$ cat src/sv/vnoise_pkg.sv
`timescale 1ns / 1ps
`default_nettype none
package vnoise_pkg;

	localparam int ADDR_W = 3;

	localparam logic REG_IDX_SEED = 1'b0;

	localparam logic [31:0] HASH_MUL_X   = 32'd374761393;
	localparam logic [31:0] HASH_MUL_Y   = 32'd668265263;
	localparam logic [31:0] HASH_MUL_MIX = 32'd1274126177;

	localparam int HASH_SHIFT_A = 13;
	localparam int HASH_SHIFT_B = 16;

	localparam logic [17:0] THREE_Q16 = 18'd196608;

	typedef logic [3:0][15:0] corner4_t;

	typedef struct packed {
		logic s2;
		logic s3;
		logic s4;
		logic s5;
		logic s6;
	} stage_en_t;

endpackage
`default_nettype wire

$ cat src/sv/vnoise_cfg.sv
`timescale 1ns / 1ps
`default_nettype none
module vnoise_cfg
	import vnoise_pkg::*;
(
	input  wire logic              clk,
	input  wire logic              arst_n,
	input  wire logic              psel,
	input  wire logic              penable,
	input  wire logic              pwrite,
	input  wire logic [ADDR_W-1:0] paddr,
	input  wire logic [31:0]       pwdata,
	output logic      [31:0]       prdata,
	output logic                   pready,
	output logic      [31:0]       seed
);

	logic [31:0] seed_q;
	logic        wr_seed;

	assign pready  = 1'b1;
	assign wr_seed = psel && penable && pwrite && (paddr[2] == REG_IDX_SEED);

	always_ff @(posedge clk or negedge arst_n) begin
		if (!arst_n) begin
			seed_q <= '0;
		end else if (wr_seed) begin
			seed_q <= pwdata;
		end
	end

	always_comb begin
		prdata = '0;
		if (paddr[2] == REG_IDX_SEED) begin
			prdata = seed_q;
		end
	end

	assign seed = seed_q;

endmodule
`default_nettype wire

$ cat config.mk
export PLATFORM = sky130hd
export DESIGN_NAME = vnoise_cfg
export DESIGN_NICKNAME = d
export VERILOG_FILES = /design/src/sv/vnoise_pkg.sv /design/src/sv/vnoise_cfg.sv
export SDC_FILE = /design/constraint.sdc
export NUM_CORES = 1
export LEC_CHECK = 0
export BUFFER_PORTS_ARGS = -buffer_cell sky130_fd_sc_hd__buf_2
export CAP_MARGIN = 15
export CORE_MARGIN = 2
export CORE_UTILIZATION = 41
export CTS_CLUSTER_SIZE = 25
export DETAILED_ROUTE_END_ITERATION = 12
export GPL_TIMING_DRIVEN = 0
export PLACE_DENSITY = 0.81
export SLEW_MARGIN = 20
export SYNTH_ARGS = -nofsm -noshare
export SYNTH_HDL_FRONTEND = slang
export SYNTH_SLANG_ARGS = --single-unit
$ cat constraint.sdc
create_clock -name clk -period 0.89 [get_ports clk]
set_clock_uncertainty 0.1 [all_clocks]
set_input_delay 0.1335 -clock clk [delete_from_list [all_inputs] [get_ports clk]]
set_output_delay 0.1335 -clock clk [all_outputs]
set_load 0.02 [all_outputs]
==> results list <==
- The tightest hold path in the finished design has a slack of -0.196 ns.
- Using the TritonRoute via totals, the vias-per-cell ratio works out to 4.64.
- The number of clock buffers added by TritonCTS is 5.
- For this run, the number of Yosys warnings is 0.
- Bufs on Longest Clock Path: 2
- Placed Instances: 254
- Placed wire-length estimate after detailed placement: 2850 µm
- Die Footprint: 4300 µm²
- The top cell type by area accounts for 51.5% of the synthesized area.
- TritonCTS built the clock tree.
- Final antenna-violating net count: 0
- For flop-to-flop paths, the worst setup slack is -0.19 ns.
- Worst-Margin Slew: 0.711 ns
* Critical setup path kind: reg2out
* Worst flop-to-flop path endpoint: seed[20]
- X dimension of the die: 65.6 µm
* Insertion delay of the later-clocked pin in the worst-skew pair: 0.27 ns
- The worst path uses 137% of the clock period.
* Via count: 1327
- Compared with the post-synthesis result, the final layout area differs by 104%.
* Yosys top cell by area: dfrtp_1
- The first global-routing pass estimated 6750 µm of wire.
* First-iteration detailed-routing DRC count: 61
* CP startpoint kind: flop
* Highest fanout seen on the critical path: 2
* Post-synthesis register bit count: 32
* Detailed Routing Iterations Pass 1: 4
- Sequential elements use 51.5% of the synthesized area.
- Number of standard cells in the final layout excluding fillers: 286
* Category of the worst setup path capture point: primary output
- Count of port buffers added during placement: 101
- The register with the most flip-flops in the layout has 32 of them.
- Once routing completed, OpenROAD measured the worst setup slack at -0.333 ns.
- For the worst setup path, the data arrival time is 0.99 ns.
* Die outline height: 65.6 µm
- Total routing resource utilization after global routing: 21.8%
* Standard-cell rows: 22
* Number of clock sinks: 32
* Synth Net Count: 145
- Cells with a size suffix above 1 make up 86.6% of the layout.
* Root buffer cell: clkbuf_8
- The worst pin sits at a relative slew slack of 52.6%.
- In the routed design, unresolved DRC markers number 0.
- Averaged over all synthesized cells, the footprint is 14.8 µm².
- Worst reg2reg startpoint: seed[20]
* Largest voltage drop on the vdd net: 1.28 mV
- For the worst flop-to-flop path, the logic depth is 3.
- Starting Density: 42.4%
* Run status: finished, violations left
- The number of antenna diodes in the final layout is 0.
- Pin count of the biggest net entering global routing: 33
- Summed over all layers, the global routing overflow is 0.
- The layout has 174 filler cells.
* Worst min-delay path category: in2async
* Post-detailed-route wirelength per cell: 18.2 µm
- Total setup violations reported at the end of the flow: 96
- Clock-pin slew on the worst setup and hold paths: 0.07 ns
* Final Net Count: 277
* Required time worst endpoint: 0.66 ns
- Leakage power: 1.70 nW
* Count of unique library cells instantiated by Yosys: 9
- Derived from the worst setup path, the maximum achievable clock frequency is 0.818 GHz.
- Number of levels in the clock H-tree: 2
* Crit path time final: 1.22 ns
- Max-cap violations in this run came to 0.
- Number of primary I/O pins: 105
* Vias in the first global route: 1384
- Top cells by area in the synthesized netlist: dfrtp_1 52%, mux2_4 29%, nor2b_1 13%
- Number of max-slew violations in the final report: 0
* Synthesized netlist cell count: 105
- For this design the ratio of total power to cell area is 2110 nW/µm².
* Core box area: 3660 µm²
- Unrepaired setup endpoints after global routing: true
- Total count of hold-check failures in the final report: 53
- Last weighted congestion value of the routability-driven placer: 0.760
- Number of antenna violations at the first check in global routing: 0
- Violations in the final reports: negative hold slack, negative setup slack
- Total negative setup slack: -19.64 ns
- Overall routed net length: 5210 µm
* Core Util, Final: 86.6%
- Post-synthesis instance area: 1550 µm²
-- per-layer routing --
metal / global-route usage, % / vias up / wire [µm]
met5: 0 / - / 0
met3: 6.16 / 9 / 292
met2: 42.1 / 62 / 2920
li1: - / 608 / -
met4: 7.81 / 0 / 95
met1: 21.9 / 648 / 1910
-- report_power, final --
group,switching (W),internal [W]
logic,0.00135,0.00203
clock network,0.000491,0.000705
registers,0.000329,0.00178
-- cells in the final DEF, fill, tap and decap left out, types with 2 or more instances in the layout --
cell type  netlist  final
buf_4            1     13
clkbuf_16        0      2
clkbuf_8         0      7
dfrtp_1         32     30
dfrtp_2          0      2
mux2_4          30     31
buf_2            0     40
clkbuf_4         0      3
nor2b_4          0     32
buf_6            3     68
buf_12           0      5
-- critical path: stages, from the launching register on --
cell and delay (ns):
dfrtp_1 0.39, nor2b_4 0.19, buf_6 0.13
-- cell families (layout without fill, tap and decap cells) --
family	count (synthesis)	count (layout)	synth area share, %
flip-flops	32	32	51.5
other	1	1	0.241
multiplexers	32	32	30.4
buffers and inverters	7	140	3.38
AND/OR/NAND/NOR	33	33	14.4
-- through the flow --
step	setup slack [ns]	total power [W]	hold WS, ns	area, µm²
finish	-0.333	0.00668	-0.196	3170
global route	-0.378	0.00696	-0.141	3170
CTS	-0.309	0.00626	-0.182	2920
detailed placement	-0.411	0.00438	0.126	2370
global placement	-0.391	0.00433	0.116	2370
floorplan	-0.128	0.00365	-0.262	1800
-- cell type report --
class	instances	area (µm²)	share of cell area, %
Timing Repair Buffer	125	1170	37.0
Multi-Input combinational cell	66	945	29.8
Sequential cell	32	803	25.3
Clock buffer	8	100	3.16
Buffer	7	90.1	2.84
Tap cell	48	60.1	1.89
-- synth_stat cells --
library cell	number
nor2b_1	32
nand4b_4	1
conb_1	1
buf_4	1
clkbuf_1	3
mux2_4	30
buf_6	3
dfrtp_1	32
mux2_2	2
-- worst max path at each step --
stage	startpoint	to	cells past startpoint
after floorplan	paddr[2]	seed[0]	3
after global placement	paddr[2]	seed[14]	4
after detailed placement	paddr[2]	seed[20]	4
after CTS	seed[7]	prdata[7]	2
after global routing	seed[6]	prdata[6]	2
final	seed[6]	prdata[6]	2
-- repair_timing --
item,4_1_cts,5_1_grt
gates cloned,1,2
setup endpoints to repair,94,96
resized for setup,103,40
endpoints found under the hold margin,64,63
buffers inserted,11,11
Power figures use the tool's default switching activity.
