===== config.mk =====
export PLATFORM = sky130hd
export DESIGN_NAME = vnoise_smooth
export DESIGN_NICKNAME = d
export VERILOG_FILES = /design/src/sv/vnoise_pkg.sv /design/src/sv/vnoise_smooth.sv
export SDC_FILE = /design/constraint.sdc
export NUM_CORES = 2
export LEC_CHECK = 0
export ABC_AREA = 1
export ABC_CLOCK_PERIOD_IN_PS = 10700
export BUFFER_PORTS_ARGS = -buffer_cell sky130_fd_sc_hd__buf_4
export CAP_MARGIN = 5
export CELL_PAD_IN_SITES_DETAIL_PLACEMENT = 0
export CELL_PAD_IN_SITES_GLOBAL_PLACEMENT = 2
export CORE_UTILIZATION = 40
export DETAILED_ROUTE_END_ITERATION = 16
export GPL_TIMING_DRIVEN = 0
export PLACE_DENSITY_LB_ADDON = 0.1
export SYNTH_ARGS = -nofsm -noshare
export SYNTH_HDL_FRONTEND = slang
export SYNTH_SLANG_ARGS = --single-unit

===== constraint.sdc =====
create_clock -name clk -period 10.7 [get_ports clk]
set_input_delay 2.14 -clock clk [delete_from_list [all_inputs] [get_ports clk]]
set_output_delay 2.14 -clock clk [all_outputs]
set_load 0.1 [all_outputs]

===== src/sv/vnoise_pkg.sv =====
`timescale 1ns / 1ps
`default_nettype none
package vnoise_pkg;

	localparam int ADDR_W = 3;

	localparam logic REG_IDX_SEED = 1'b0;

	localparam logic [31:0] HASH_MUL_X   = 32'd374761393;
	localparam logic [31:0] HASH_MUL_Y   = 32'd668265263;
	localparam logic [31:0] HASH_MUL_MIX = 32'd1274126177;

	localparam int HASH_SHIFT_A = 13;
	localparam int HASH_SHIFT_B = 16;

	localparam logic [17:0] THREE_Q16 = 18'd196608;

	typedef logic [3:0][15:0] corner4_t;

	typedef struct packed {
		logic s2;
		logic s3;
		logic s4;
		logic s5;
		logic s6;
	} stage_en_t;

endpackage
`default_nettype wire


===== src/sv/vnoise_smooth.sv =====
`timescale 1ns / 1ps
`default_nettype none
module vnoise_smooth
	import vnoise_pkg::*;
#(
	parameter int FRAC_BITS = 16
) (
	input  wire logic        clk,
	input  wire stage_en_t   en,
	input  wire logic [31:0] coord_x_s1,
	input  wire logic [31:0] coord_y_s1,
	output logic      [15:0] sx_s3,
	output logic      [15:0] sy_s3
);

	localparam logic [31:0] FRAC_MASK = 32'((64'd1 << FRAC_BITS) - 64'd1);

	logic [31:0] raw_x;
	logic [31:0] raw_y;
	logic [15:0] tx;
	logic [15:0] ty;
	logic [31:0] t2x_s2;
	logic [31:0] t2y_s2;
	logic [17:0] termx_s2;
	logic [17:0] termy_s2;
	logic [49:0] prodx;
	logic [49:0] prody;

	assign raw_x = coord_x_s1 & FRAC_MASK;
	assign raw_y = coord_y_s1 & FRAC_MASK;

	if (FRAC_BITS >= 16) begin : g_trunc
		assign tx = 16'(raw_x >> (FRAC_BITS - 16));
		assign ty = 16'(raw_y >> (FRAC_BITS - 16));
	end else begin : g_extend
		assign tx = 16'(raw_x << (16 - FRAC_BITS));
		assign ty = 16'(raw_y << (16 - FRAC_BITS));
	end

	always_ff @(posedge clk) begin
		if (en.s2) begin
			t2x_s2   <= 32'(tx * tx);
			t2y_s2   <= 32'(ty * ty);
			termx_s2 <= THREE_Q16 - {1'b0, tx, 1'b0};
			termy_s2 <= THREE_Q16 - {1'b0, ty, 1'b0};
		end
	end

	assign prodx = 50'(t2x_s2) * 50'(termx_s2);
	assign prody = 50'(t2y_s2) * 50'(termy_s2);

	always_ff @(posedge clk) begin
		if (en.s3) begin
			sx_s3 <= prodx[47:32];
			sy_s3 <= prody[47:32];
		end
	end

endmodule
`default_nettype wire


==> flow_summary.yaml <==
sta:
  clock.fmax_ghz: 0.121
  setup_violations: 0
  slew_headroom_pct: 13.6
  setup_tns_ns: 0
  period_needed_ns: 8.25
  worst_clock_skew_ns: 0.0424
  maxSlewViolCount: 0
  rsz0062_at_grt: "no"
  worst_slew_pin_slew_ns: 1.30
  hold_violations: 0
  period_share_pct: 77.1
routing:
  drt-total-wl_um: 181000
  drcViolationCount: 0
  via_count: 43946
  ant_nets: 0
  first_pass_iters: 5
  via_per_inst: 4.70
  wire_per_inst_um: 19.4
  drtIter0Drc: 2759
finish:
  area_growth_pct: 6.13
  drive_above_1_share_pct: 1.67
  diodes: 0
  nFillCells: 14681
  multi_input_area_mm2: 0.0424
  seqCellArea_mm2: 0.00378
  layout_commonest_cell: "inv_1"
  final_cell_mix: "inv_1, nand2_1, fa_1"
  layout.nets: 9227
clocking:
  htree_levels: 4
  postCtsSetupBuffers: 0
  clk_path_buf_depth: 2
  numCtsBuffers: 17
  hold_buffers: 0
  clock-sinks: 126
  cts_tree: "yes"
  clock_latency_ns: 0.53
  clkSlewWorstSetupHoldPaths_ns: 0.10
  root_buffer: "clkbuf_16"
  ctsResizeCount: 0
floorplanning:
  fp.dieH_um: 377
  design.die.area_mm2: 0.142
  initial_utilization_pct: 40.3
  dieWidth_um: 377
  pin_count: 102
  row_count: 137
  coreArea_mm2: 0.140
logic_synthesis:
  synth_cells: 7375
  avgSynthCellArea_um2: 7.64
  synthXorXnorAreaFrac_pct: 1.48
  synthSimpleGateAreaFrac_pct: 17.3
  synth_compound_area_share_pct: 2.72
  ys_ff_latch: 126
  yosysSeqAreaShare_pct: 6.71
  synth.top_cell.area_share_pct: 42.8
  yosysUniqueCellTypes: 39
  synth_fa_ha_area_share_pct: 53.7
  synthesis.area_mm2: 0.0564
  synth_top_family_by_area: "adder cells"
  yosysTopAreaCell: "fa_1"
  synth_mux_area_share_pct: 0
  yosysWarnings: 0
  synth_area_leaders: "fa_1, inv_1, nand2_1"
setup_path:
  arrival_ns: 8.53
  cp_cell_sequence: "buf_4 > clkbuf_1 > buf_1 > nand2_1 > fa_1 > inv_1 > fa_1 > inv_1 > fa_1 > inv_1 > fa_1 > inv_1 > fa_1 > inv_1 > fa_1 > ha_1 > a21oi_1 > a21boi_0 > o21ai_0 > nand2_1 > nand3_1 > xor2_1"
  worstSetupPathType: "in2reg"
  critPathMaxFanout: 10
  startpoint_type: "primary input"
  cp_slowest_cell: "clkbuf_1"
  cp.required_ns: 10.98
  crit_top_cell: "fa_1"
  endpoint_kind: "register"
  cp_slowest_stage_delay_ns: 0.61
global_routing:
  antenna_found_initial: 3
  grtUsageTotal_pct: 26.5
  grt_pass1_vias: 46924
  grt_max_degree: 95
  grt_pass1_wl_um: 281000
  gr-total-overflow: 0
flow_run:
  maxCapViolCount: 0
min_path:
  hp-class: "reg2reg"
place:
  portBuffers: 53
  hpwlAfterDp_um: 155000
  gp_congestion: 0.913
outcome:
  status: "complete, no violations"
## state kept, by name, summed over array words and instances, names as in the netlist
| name | flops |
|---|---|
| t2x_s2 | 31 |
| sy_s3 | 16 |
| sx_s3 | 16 |
| t2y_s2 | 31 |
| termy_s2 | 16 |
| termx_s2 | 16 |
## path summary, 6_finish.rpt
path                            cells past startpoint  slack (ns)                   end                    from
worst max-delay path                               22        2.45  t2y_s2[24]$_DFFE_PP_          coord_y_s1[13]
worst min-delay path                                6        1.32    sy_s3[6]$_DFFE_PP_     t2y_s2[0]$_DFFE_PP_
worst max register to register                     22        3.41   sy_s3[10]$_DFFE_PP_  termy_s2[17]$_DFFE_PP_
worst min register to register                      6        1.32    sy_s3[6]$_DFFE_PP_     t2y_s2[0]$_DFFE_PP_
## cell families after synthesis
logic type,after synthesis
adder cells (fa/ha/maj),1696
flip-flops,126
AND/OR/NAND/NOR,2475
AO/OA/AOI/OAI,282
XOR/XNOR,95
other,2
buffers and inverters,2699
## per-layer routing
metal,GRT usage (%),part of all wire (%)
met1,40.1,49
met3,3.48,6.5
met5,0,0
met2,40.7,43
met4,4.53,1.4
## synthesized netlist by cell type
master,n
nand3_2,5
nand2b_1,1
nor2_1,236
edfxtp_1,126
nand3_1,109
and2_1,2
xor2_1,72
clkbuf_1,266
nand2_2,2
nor3_1,36
inv_1,2411
o21ai_1,2
clkinv_4,1
a31oi_1,4
nor3_2,1
nor3_4,3
conb_1,2
nand4_1,39
ha_1,490
a21o_1,9
nor4_1,4
nor4_2,1
inv_2,2
buf_6,4
buf_1,9
o21ai_0,68
o21bai_1,28
nand3b_1,7
or2_2,8
nor2_4,1
nor2_2,7
a21oi_1,162
a21boi_0,6
xnor2_1,23
o21a_1,3
nand2_1,2012
nor3b_1,1
fa_1,1206
buf_2,6
## per-stage QoR
stage	setup slack, ns	std cells	hold WS (ns)	cell area (um2)	util (%)
2_1_floorplan	3.24	7389	0.871	56400	-
3_3_place_gp	1.80	9318	1.24	59200	42.3
3_5_place_dp	1.83	9318	1.27	59200	42.3
4_1_cts	2.40	9350	1.30	59800	42.8
5_1_grt	2.07	9350	1.38	59800	42.8
6_report	2.45	9350	1.32	59800	42.8
## critical path: cells and delay by family
kind	cells	cell delay (ns)
compound gates	3	0.73
fa+ha+maj	7	3.40
simple gates	3	0.47
xor+xnor	1	0.20
buf+inv	8	1.55
## layout make-up
type,instances,share of cell area [%]
Sequential cell,126,6.33
Clock buffer,18,0.718
Buffer,285,1.85
Tap cell,1876,3.92
Clock inverter,14,0.385
Inverter,2414,15.2
Multi-Input combinational cell,4564,71.0
Timing Repair Buffer,53,0.665
Power is left out: the tool's default activity adds up to more than one toggle a clock period on the data nets, which glitch-free logic cannot reach.
