**src/sv/vnoise_pkg.sv**
```systemverilog
`timescale 1ns / 1ps
`default_nettype none
package vnoise_pkg;

	localparam int ADDR_W = 3;

	localparam logic REG_IDX_SEED = 1'b0;

	localparam logic [31:0] HASH_MUL_X   = 32'd374761393;
	localparam logic [31:0] HASH_MUL_Y   = 32'd668265263;
	localparam logic [31:0] HASH_MUL_MIX = 32'd1274126177;

	localparam int HASH_SHIFT_A = 13;
	localparam int HASH_SHIFT_B = 16;

	localparam logic [17:0] THREE_Q16 = 18'd196608;

	typedef logic [3:0][15:0] corner4_t;

	typedef struct packed {
		logic s2;
		logic s3;
		logic s4;
		logic s5;
		logic s6;
	} stage_en_t;

endpackage
`default_nettype wire

```
**src/sv/vnoise_lerp.sv**
```systemverilog
`timescale 1ns / 1ps
`default_nettype none
module vnoise_lerp
	import vnoise_pkg::*;
(
	input  wire logic        clk,
	input  wire stage_en_t   en,
	input  wire corner4_t    corner_s4,
	input  wire logic [15:0] sx_s3,
	input  wire logic [15:0] sy_s3,
	output logic      [15:0] noise_s6
);

	// Floor of s*(b-a)/65536 added to a; the arithmetic shift rounds down.
	function automatic logic [15:0] lerp_q16(input logic [15:0] a, input logic [15:0] b,
			input logic [15:0] s);
		logic signed [16:0] d;
		logic signed [33:0] p;
		logic        [17:0] r;
		d = $signed({1'b0, b}) - $signed({1'b0, a});
		p = $signed({1'b0, s}) * d;
		r = {2'b00, a} + 18'(p[33:16]);
		return r[15:0];
	endfunction

	logic [15:0] sx_s4;
	logic [15:0] sy_s4;
	logic [15:0] sy_s5;
	logic [15:0] nx0_s5;
	logic [15:0] nx1_s5;

	always_ff @(posedge clk) begin
		if (en.s4) begin
			sx_s4 <= sx_s3;
			sy_s4 <= sy_s3;
		end
	end

	always_ff @(posedge clk) begin
		if (en.s5) begin
			nx0_s5 <= lerp_q16(corner_s4[0], corner_s4[1], sx_s4);
			nx1_s5 <= lerp_q16(corner_s4[2], corner_s4[3], sx_s4);
			sy_s5  <= sy_s4;
		end
	end

	always_ff @(posedge clk) begin
		if (en.s6) begin
			noise_s6 <= lerp_q16(nx0_s5, nx1_s5, sy_s5);
		end
	end

endmodule
`default_nettype wire

```
**config.mk**
```make
export PLATFORM = sky130hd
export DESIGN_NAME = vnoise_lerp
export DESIGN_NICKNAME = d
export VERILOG_FILES = /design/src/sv/vnoise_pkg.sv /design/src/sv/vnoise_lerp.sv
export SDC_FILE = /design/constraint.sdc
export NUM_CORES = 2
export LEC_CHECK = 0
export BUFFER_PORTS_ARGS = -buffer_cell sky130_fd_sc_hd__buf_2
export CAP_MARGIN = 15
export CORE_MARGIN = 2
export CORE_UTILIZATION = 70
export CTS_CLUSTER_SIZE = 16
export DETAILED_ROUTE_END_ITERATION = 7
export GPL_TIMING_DRIVEN = 0
export PLACE_DENSITY = 0.95
export REMOVE_ABC_BUFFERS = 1
export SLEW_MARGIN = 25
export SYNTH_ARGS = -nofsm -noshare
export SYNTH_HDL_FRONTEND = slang
export SYNTH_SLANG_ARGS = --single-unit
```
**constraint.sdc**
```tcl
create_clock -name clk -period 25.1 [get_ports clk]
set_input_delay 1.255 -clock clk [delete_from_list [all_inputs] [get_ports clk]]
set_output_delay 1.255 -clock clk [all_outputs]
set_load 0.01 [all_outputs]
```
==> impl_metrics.env <==
export IMPL_worst_r2r_path_depth=37
export IMPL_std_cell_rows=79
export IMPL_antenna_found_initial=1
export IMPL_synth_avg_cell_area_um2=9.19
export IMPL_async_flop_share_pct=0
export IMPL_cp_arrival_ns=12.50
export IMPL_numPortBuffers=115
export IMPL_startpoint_type="primary input"
export IMPL_worstPathRequired_ns=25.27
export IMPL_violations="DRC"
export IMPL_hold_violations=0
export IMPL_grtUsageTotal_pct=39.2
export IMPL_critPathKind="primary input to flop"
export IMPL_top_layer="met4"
export IMPL_initial_core_util_pct=70.5
export IMPL_cp_end_kind="flop"
export IMPL_synth_edf_count=96
export IMPL_grt_first_pass_wirelength_um=145000
export IMPL_netlist_top_cells_count="inv_1, fa_1, ha_1"
export IMPL_num_nets_final=4764
export IMPL_clkTransAtPathRegs_ns=0.09
export IMPL_drt_initial_drc_count=3045
export IMPL_startpoint="corner_s4[1]"
export IMPL_ys_flop_type="edfxtp_1"
export IMPL_drc_errors=3
export IMPL_fmax_mhz=81.1
export IMPL_synth_most_common_cell="inv_1"
export IMPL_clockBufferDepth=2
export IMPL_synth_top_area_share_pct=38.7
export IMPL_slew_violations=0
export IMPL_regToRegStartpoint="nx0_s5[0]$_DFFE_PP_"
export IMPL_relSlewSlack_pct=28.3
export IMPL_totalWireLength_um=91100
export IMPL_antenna_left=0
export IMPL_synth_warnings=0
export IMPL_synth_cell_type_count=65
export IMPL_crit_path_top_delay_cell="a2111oi_0"
export IMPL_worstSkewPairLatency_ns=0.41
export IMPL_ios=118
export IMPL_grt_max_degree=49
export IMPL_setup_viol=0
export IMPL_cts_tree="done"
export IMPL_rsz0062_at_grt="false"
export IMPL_cp_endpoint="nx0_s5[15]$_DFFE_PP_"
export IMPL_postCtsHoldBufs=0
export IMPL_htree_num_levels=3
export IMPL_fp_dieH_um=220
export IMPL_wl_met3_um=10000
export IMPL_clock_sinks=96
export IMPL_outcome="finished with violations"
export IMPL_reg2reg_to="noise_s6[15]$_DFFE_PP_"
export IMPL_synth_area_um2=32600
export IMPL_tns_ns=0
export IMPL_layout_min_cycle_time_ns=12.34
export IMPL_viasPerCell=6.23
export IMPL_yosys_area_top_type="fa_1"
export IMPL_yosysSeqAreaShare_pct=8.84
export IMPL_cpMostUsedCell="fa_1"
export IMPL_wl_met2_um=43400
export IMPL_fin_crit_sh_pct=49.1
export IMPL_die_x_um=220
export IMPL_wl_met1_um=29200
export IMPL_postSynthCellCount=3551
export IMPL_numCtsBuffers=9
export IMPL_vias=26200
export IMPL_drive_above_1_share_pct=6.92
export IMPL_max_cap_viol_count=0
export IMPL_reg2reg_setup_slack_ns=14.41
export IMPL_hp_class="flop to flop"
export IMPL_syn_to_final_growth_pct=6.13
export IMPL_place_congestion=0.932
export IMPL_cts_setup_buffers=0
export IMPL_path_max_fanout=16
export IMPL_core_um2=46300
export IMPL_die_area_um2=48300
export IMPL_grt_pass1_vias=29300
export IMPL_fin_skew_ns=0.0179
export IMPL_routedWlPerCell_um=21.6
export IMPL_dp_hpwl_um=70500
export IMPL_critPathMaxStageDelay_ns=0.79
export IMPL_synth_area_top_cells="fa_1, ha_1, inv_1"
export IMPL_overflow=0
export IMPL_cts_root_buf="clkbuf_16"
export IMPL_cts_resized=0
export IMPL_ys_ff_latch=96
export IMPL_max_slew_worst_pin_slew_ns=1.07
export IMPL_dr_pass1_iters=8
[layout by cell type (no fill, tap or decap), types with 12 or more instances in the layout]
cell and n:
xnor2_2 22, buf_8 21, edfxtp_1 96, o21ai_0 46, xor2_1 27, and2_1 268, nand3_1 23, o21a_1 29
and3_1 13, nand2b_1 12, buf_2 114, nand2_1 432, fa_1 630, inv_1 832, a21oi_1 67, ha_1 438
o21bai_1 12, nor2b_1 102, nor3_1 35, or2_2 28, a21o_1 19, xnor2_1 72, nor2_1 93
[per-layer routing]
metal / track usage, % / up-vias
met4: 29.8 / 0
met2: 65.1 / 1985
li1: - / 10800
met1: 44.2 / 12600
met5: 0 / -
met3: 8.85 / 733
[stage by stage]
step | utilization (%) | setup slack, ns | instance area, um^2 | hold slack, ns | instances
finish | 74.8 | 12.76 | 34600 | 0.423 | 4207
global route | 74.8 | 12.48 | 34600 | 0.428 | 4207
CTS | 74.7 | 13.39 | 34600 | 0.422 | 4204
detailed placement | 74.0 | 13.10 | 34200 | 0.405 | 4188
global placement | 72.4 | 13.37 | 33500 | 0.401 | 4156
floorplan | - | 14.92 | 32200 | 0.400 | 3434
[critical path: cells and delay by family]
family / cells / cell delay (ns)
adders and majority gates: 9 / 4.02
AOI/OAI and AO/OA: 15 / 3.96
and+or+nand+nor: 12 / 2.28
xor gates and xnor gates: 2 / 0.52
buffers and inverters: 6 / 0.47
[worst min-delay path by stage]
| stage | depth (start not counted) | end | from | slack (ns) |
|---|---|---|---|---|
| floorplan | 0 | sy_s5[0]$_DFFE_PP_ | sy_s4[0]$_DFFE_PP_ | 0.40 |
| detailed placement | 0 | sy_s5[2]$_DFFE_PP_ | sy_s4[2]$_DFFE_PP_ | 0.40 |
| CTS | 0 | sy_s5[2]$_DFFE_PP_ | sy_s4[2]$_DFFE_PP_ | 0.42 |
| global placement | 0 | sy_s5[6]$_DFFE_PP_ | sy_s4[6]$_DFFE_PP_ | 0.40 |
| finish | 0 | sy_s5[0]$_DFFE_PP_ | sy_s4[0]$_DFFE_PP_ | 0.42 |
| global route | 0 | sy_s5[3]$_DFFE_PP_ | sy_s4[3]$_DFFE_PP_ | 0.43 |
[state kept, by name, summed over array words and instances, names as in the netlist]
name	cells
noise_s6	16
sx_s4	16
sy_s4	16
nx1_s5	16
nx0_s5	16
sy_s5	16
[kinds of logic after synthesis]
| group | synth area share (%) |
|---|---|
| adders and majority gates | 55.5 |
| AOI/OAI and AO/OA | 5.48 |
| buffers and inverters | 10.9 |
| and+or+nand+nor | 15.8 |
| xor gates and xnor gates | 3.49 |
| DFF | 8.84 |
[cell type report]
type / instances / area (um^2)
Sequential cell: 96 / 2880
Tap cell: 607 / 759
Clock inverter: 6 / 77.6
Multi-Input combinational cell: 2506 / 26400
Timing Repair Buffer: 149 / 1100
Inverter: 832 / 3120
Fill cell: 2660 / 11600
Clock buffer: 10 / 229
Antenna cell: 1 / 2.50
Power is left out: the tool's default activity adds up to more than one toggle a clock period on the data nets, which glitch-free logic cannot reach.
