--- src/sv/vnoise_pkg.sv ---
`timescale 1ns / 1ps
`default_nettype none
package vnoise_pkg;

	localparam int ADDR_W = 3;

	localparam logic REG_IDX_SEED = 1'b0;

	localparam logic [31:0] HASH_MUL_X   = 32'd374761393;
	localparam logic [31:0] HASH_MUL_Y   = 32'd668265263;
	localparam logic [31:0] HASH_MUL_MIX = 32'd1274126177;

	localparam int HASH_SHIFT_A = 13;
	localparam int HASH_SHIFT_B = 16;

	localparam logic [17:0] THREE_Q16 = 18'd196608;

	typedef logic [3:0][15:0] corner4_t;

	typedef struct packed {
		logic s2;
		logic s3;
		logic s4;
		logic s5;
		logic s6;
	} stage_en_t;

endpackage
`default_nettype wire

--- src/sv/vnoise_hash.sv ---
`timescale 1ns / 1ps
`default_nettype none
module vnoise_hash
	import vnoise_pkg::*;
#(
	parameter int FRAC_BITS = 16
) (
	input  wire logic        clk,
	input  wire stage_en_t   en,
	input  wire logic [31:0] coord_x_s1,
	input  wire logic [31:0] coord_y_s1,
	input  wire logic [31:0] seed,
	output corner4_t         corner_s4
);

	localparam logic [31:0] OFS_X  = HASH_MUL_X;
	localparam logic [31:0] OFS_Y  = HASH_MUL_Y;
	localparam logic [31:0] OFS_XY = 32'(HASH_MUL_X + HASH_MUL_Y);

	logic [31:0]      xi;
	logic [31:0]      yi;
	logic [31:0]      px_s2;
	logic [31:0]      py_s2;
	logic [31:0]      base;
	logic [3:0][31:0] h_s3;
	logic [3:0][31:0] g_s4;
	logic [3:0][31:0] mix;

	assign xi = 32'($signed(coord_x_s1) >>> FRAC_BITS);
	assign yi = 32'($signed(coord_y_s1) >>> FRAC_BITS);

	always_ff @(posedge clk) begin
		if (en.s2) begin
			px_s2 <= 32'(xi * HASH_MUL_X);
			py_s2 <= 32'(yi * HASH_MUL_Y);
		end
	end

	assign base = 32'(seed + px_s2 + py_s2);

	always_ff @(posedge clk) begin
		if (en.s3) begin
			h_s3[0] <= base;
			h_s3[1] <= 32'(base + OFS_X);
			h_s3[2] <= 32'(base + OFS_Y);
			h_s3[3] <= 32'(base + OFS_XY);
		end
	end

	always_comb begin
		for (int k = 0; k < 4; k++) begin
			mix[k] = h_s3[k] ^ 32'($signed(h_s3[k]) >>> HASH_SHIFT_A);
		end
	end

	always_ff @(posedge clk) begin
		if (en.s4) begin
			for (int k = 0; k < 4; k++) begin
				g_s4[k] <= 32'(mix[k] * HASH_MUL_MIX);
			end
		end
	end

	always_comb begin
		for (int k = 0; k < 4; k++) begin
			corner_s4[k] = g_s4[k][15:0] ^ g_s4[k][31:HASH_SHIFT_B];
		end
	end

endmodule
`default_nettype wire

--- config.mk ---
export PLATFORM = sky130hd
export DESIGN_NAME = vnoise_hash
export DESIGN_NICKNAME = d
export VERILOG_FILES = /design/src/sv/vnoise_pkg.sv /design/src/sv/vnoise_hash.sv
export SDC_FILE = /design/constraint.sdc
export NUM_CORES = 2
export LEC_CHECK = 0
export ABC_AREA = 1
export BUFFER_PORTS_ARGS = -buffer_cell sky130_fd_sc_hd__buf_2
export CORE_MARGIN = 2
export CORE_UTILIZATION = 58
export CTS_CLUSTER_SIZE = 8
export DETAILED_ROUTE_END_ITERATION = 12
export PLACE_DENSITY = 0.75
export SETUP_SLACK_MARGIN = 0.1
export SYNTH_ARGS = -nofsm -noshare
export SYNTH_HDL_FRONTEND = slang
export SYNTH_SLANG_ARGS = --single-unit
--- constraint.sdc ---
create_clock -name clk -period 7.58 [get_ports clk]
set_clock_uncertainty 0.1 [all_clocks]
set_input_delay 1.516 -clock clk [delete_from_list [all_inputs] [get_ports clk]]
set_output_delay 1.516 -clock clk [all_outputs]
set_load 0.02 [all_outputs]
==> flow_summary.ini <==
[routing]
detail_route.iter0.violations = 2967
detailroute.via_count = 43000
postRouteAntennaNets = 0
route.detailed.wl_per_inst_um = 19.7
drc = 0
vias_per_cell = 5.37
firstDrtPassIters = 6
detail_route.wirelength_mm = 158

[placement]
post_placement_cell_count = 7948
routabilityCongestion = 0.997
dpl.hpwl_mm = 138
io_buffer_count = 131

[sta]
hold_violations = 0
period_share_pct = 95.5
fin_tns_setup_ps = 0
worst_pin_slew_ps = 969
setup_viol = 0
achievable-frequency_mhz = 138
finalMaxSlewViolations = 0
post-route-min-period_ps = 7240
timing.slew.headroom_pct = 35.4
grt_setup_unrepaired = no

[logic_synthesis]
synth_warnings = 0
ys_seq_area_share_pct = 15.4
synth.top_cells.by_area = sky130_fd_sc_hd__fa_1, sky130_fd_sc_hd__ha_1, sky130_fd_sc_hd__edfxtp_1
netlist.area_leader.share_pct = 33.8
synth_nets = 8364
ys_seq_elements = 314
synth.distinct_cells = 54
synth-edff-count = 314
ys_async_sr_fraction_pct = 0
ys_dominant_reg_cell = sky130_fd_sc_hd__edfxtp_1
syn_inst = 6335
synthesized_area_per_cell_um2 = 9.64
synth.largest_area_cell = sky130_fd_sc_hd__fa_1
mappedNetlistArea_mm2 = 0.0611

[clock_network]
worstSkewPairLatency_ps = 630
htree_num_levels = 2
clock_tree_from_tritoncts = built
cts_hold_buffers = 0
clock_path_buffers = 3
tritoncts.num_buffers = 48
clock_sinks = 314
clk_transition_reported_paths_ps = 50
clk_root_buffer_cell = sky130_fd_sc_hd__clkbuf_16

[final_layout]
net_count_reported_at_finish = 8636
n_fill_cell = 8787
fin_cells = 8008
antenna_cells_inserted = 0
synthToLayoutAreaGrowth_pct = 7.32
layout-drive-gt1-share_pct = 6.65

[floorplanning]
die_height_um = 329
fp.coreArea_mm2 = 0.105
io-pin-count = 166
num_rows = 119
fp.dieArea_mm2 = 0.108
die_x_um = 329
initial_util_pct = 58.3

[critical_path]
reg2reg_from = h_s3[116]$_DFFE_PP_
category_of_the_worst_setup_path_capture_point = register
timing.setup.critical_path_class = register to register
critical_path.max_fanout = 5
worstSetupStartpointType = register
worstPathArrival_ps = 7490
worst_setup_path_startpoint = h_s3[116]$_DFFE_PP_
cp_data_required_time_ps = 7840

[flow_run]
maxCapViolations = 0

[hold_path]
hold_path.startpoint = h_s3[35]$_DFFE_PP_
hold_path_class = register to register

[global_routing]
grt_first_pass_wirelength_mm = 249
antenna_found_initial = 1
largest_net_degree_at_the_start_of_global_routing = 80
grt.overflow.total = 0
globalRouteTotalUtil_pct = 30.3
grt_pass1_vias = 45800

[run_status]
status = completed
## metal layers
layer	GRT usage, %	wire length, µm	vias up
met5	0	13	-
met3	3.44	10200	344
met1	40.1	64100	21200
met4	10.8	6330	2
met2	51.8	76900	1536
li1	-	-	20000
## Yosys cell counts, drive strengths merged (5+ instances only)
master,instances
inv,1670
fa,1030
nand2,919
ha,897
xor2,347
edfxtp,314
nor2,260
xnor2,204
a21oi,199
nand3,166
o21ai,105
nand4,55
nor3,22
a21o,20
o21bai,18
a31oi,16
buf,14
or2,14
nand3b,8
o211ai,8
and2,7
nor4,6
a21boi,5
clkbuf,5
o31ai,5
## cell usage in the layout (no fill, tap or decap), drive strengths merged, types with 2 or more instances in the layout
cell / synthesis / routed
clkinvlp: 0 / 3
inv: 1670 / 1671
a21o: 20 / 20
nand2: 919 / 919
and2: 7 / 7
a211oi: 2 / 2
a21boi: 5 / 5
clkbuf: 5 / 50
and3: 2 / 2
o211ai: 8 / 8
nand4: 55 / 55
ha: 897 / 897
clkinv: 0 / 5
o21ai: 105 / 105
buf: 14 / 241
a21oi: 199 / 199
o31ai: 5 / 5
o21bai: 18 / 18
edfxtp: 314 / 314
a31o: 4 / 4
a221oi: 2 / 2
nor4: 6 / 6
xnor2: 204 / 204
nand3b: 8 / 8
xor2: 347 / 347
o21a: 4 / 4
or2: 14 / 14
fa: 1030 / 1030
nor3: 22 / 22
nand3: 166 / 166
a31oi: 16 / 16
nor2: 260 / 260
## layout make-up
cell class              instances  area [µm²]  area share [%]
flip-flops and latches        314        9430            14.4
clock inverters                10        93.8           0.143
multi-input cells            4332       45300            69.1
inverters                    1670        6280            9.57
repair buffers                241        1490            2.27
clock buffers                  50        1210            1.84
well taps                    1391        1740            2.65
## logic make-up (layout without fill, tap and decap cells)
group                      count (synthesis)  after routing  synth area share [%]
adders and majority gates               1927           1927                  52.1
buffers and inverters                   1689           1971                  10.5
and+or+nand+nor                         1461           1461                  10.4
xor gates and xnor gates                 551            551                  7.94
AOI/OAI and AO/OA                        393            393                  3.63
DFF                                      314            314                  15.4
## through the flow
step	instance area [µm²]	worst slack [ps]	utilization, %	hold WS, ps
floorplan	61100	967	-	555
global placement	64200	225	61.2	674
detailed placement	64200	129	61.2	693
CTS	65500	184	62.5	706
global route	65600	97.1	62.5	714
finish	65600	342	62.5	715
## worst max-delay path, cell delays in order, from the launching register on
cell,delay [ps]
sky130_fd_sc_hd__edfxtp_1,490
sky130_fd_sc_hd__or2_2,360
sky130_fd_sc_hd__nand2_2,180
sky130_fd_sc_hd__buf_4,190
sky130_fd_sc_hd__inv_1,50
sky130_fd_sc_hd__ha_1,320
sky130_fd_sc_hd__xor2_1,210
sky130_fd_sc_hd__fa_1,420
sky130_fd_sc_hd__fa_1,440
sky130_fd_sc_hd__fa_1,610
sky130_fd_sc_hd__fa_1,450
sky130_fd_sc_hd__fa_1,570
sky130_fd_sc_hd__fa_1,420
sky130_fd_sc_hd__ha_1,300
sky130_fd_sc_hd__ha_1,360
sky130_fd_sc_hd__nand2_1,100
sky130_fd_sc_hd__nor2_1,150
sky130_fd_sc_hd__nand2_1,70
sky130_fd_sc_hd__o21ai_1,220
sky130_fd_sc_hd__buf_4,170
sky130_fd_sc_hd__nand2_1,90
sky130_fd_sc_hd__o31ai_1,290
sky130_fd_sc_hd__buf_4,200
sky130_fd_sc_hd__nand3b_1,100
sky130_fd_sc_hd__nand2_1,110
## repair_timing
action / in CTS / in global routing
gates resized for setup: 1 / 12
cloned: 0 / 0
setup endpoints to repair: 1 / 12
buffers inserted: 0 / 0
## worst paths after layout
path,slack [ps],to,cells after the start
hold / removal,710,g_s4[35]$_DFFE_PP_,2
setup reg to reg,340,g_s4[127]$_DFFE_PP_,24
hold reg to reg,710,g_s4[35]$_DFFE_PP_,2
setup / recovery,340,g_s4[127]$_DFFE_PP_,24
## state kept, by name (all words and copies together) (netlist names)
register  count
g_s4        128
py_s2        32
h_s3        122
px_s2        32
Power is not shown: default switching activity piles up to over one toggle a cycle in this logic, so the estimate is an artifact.
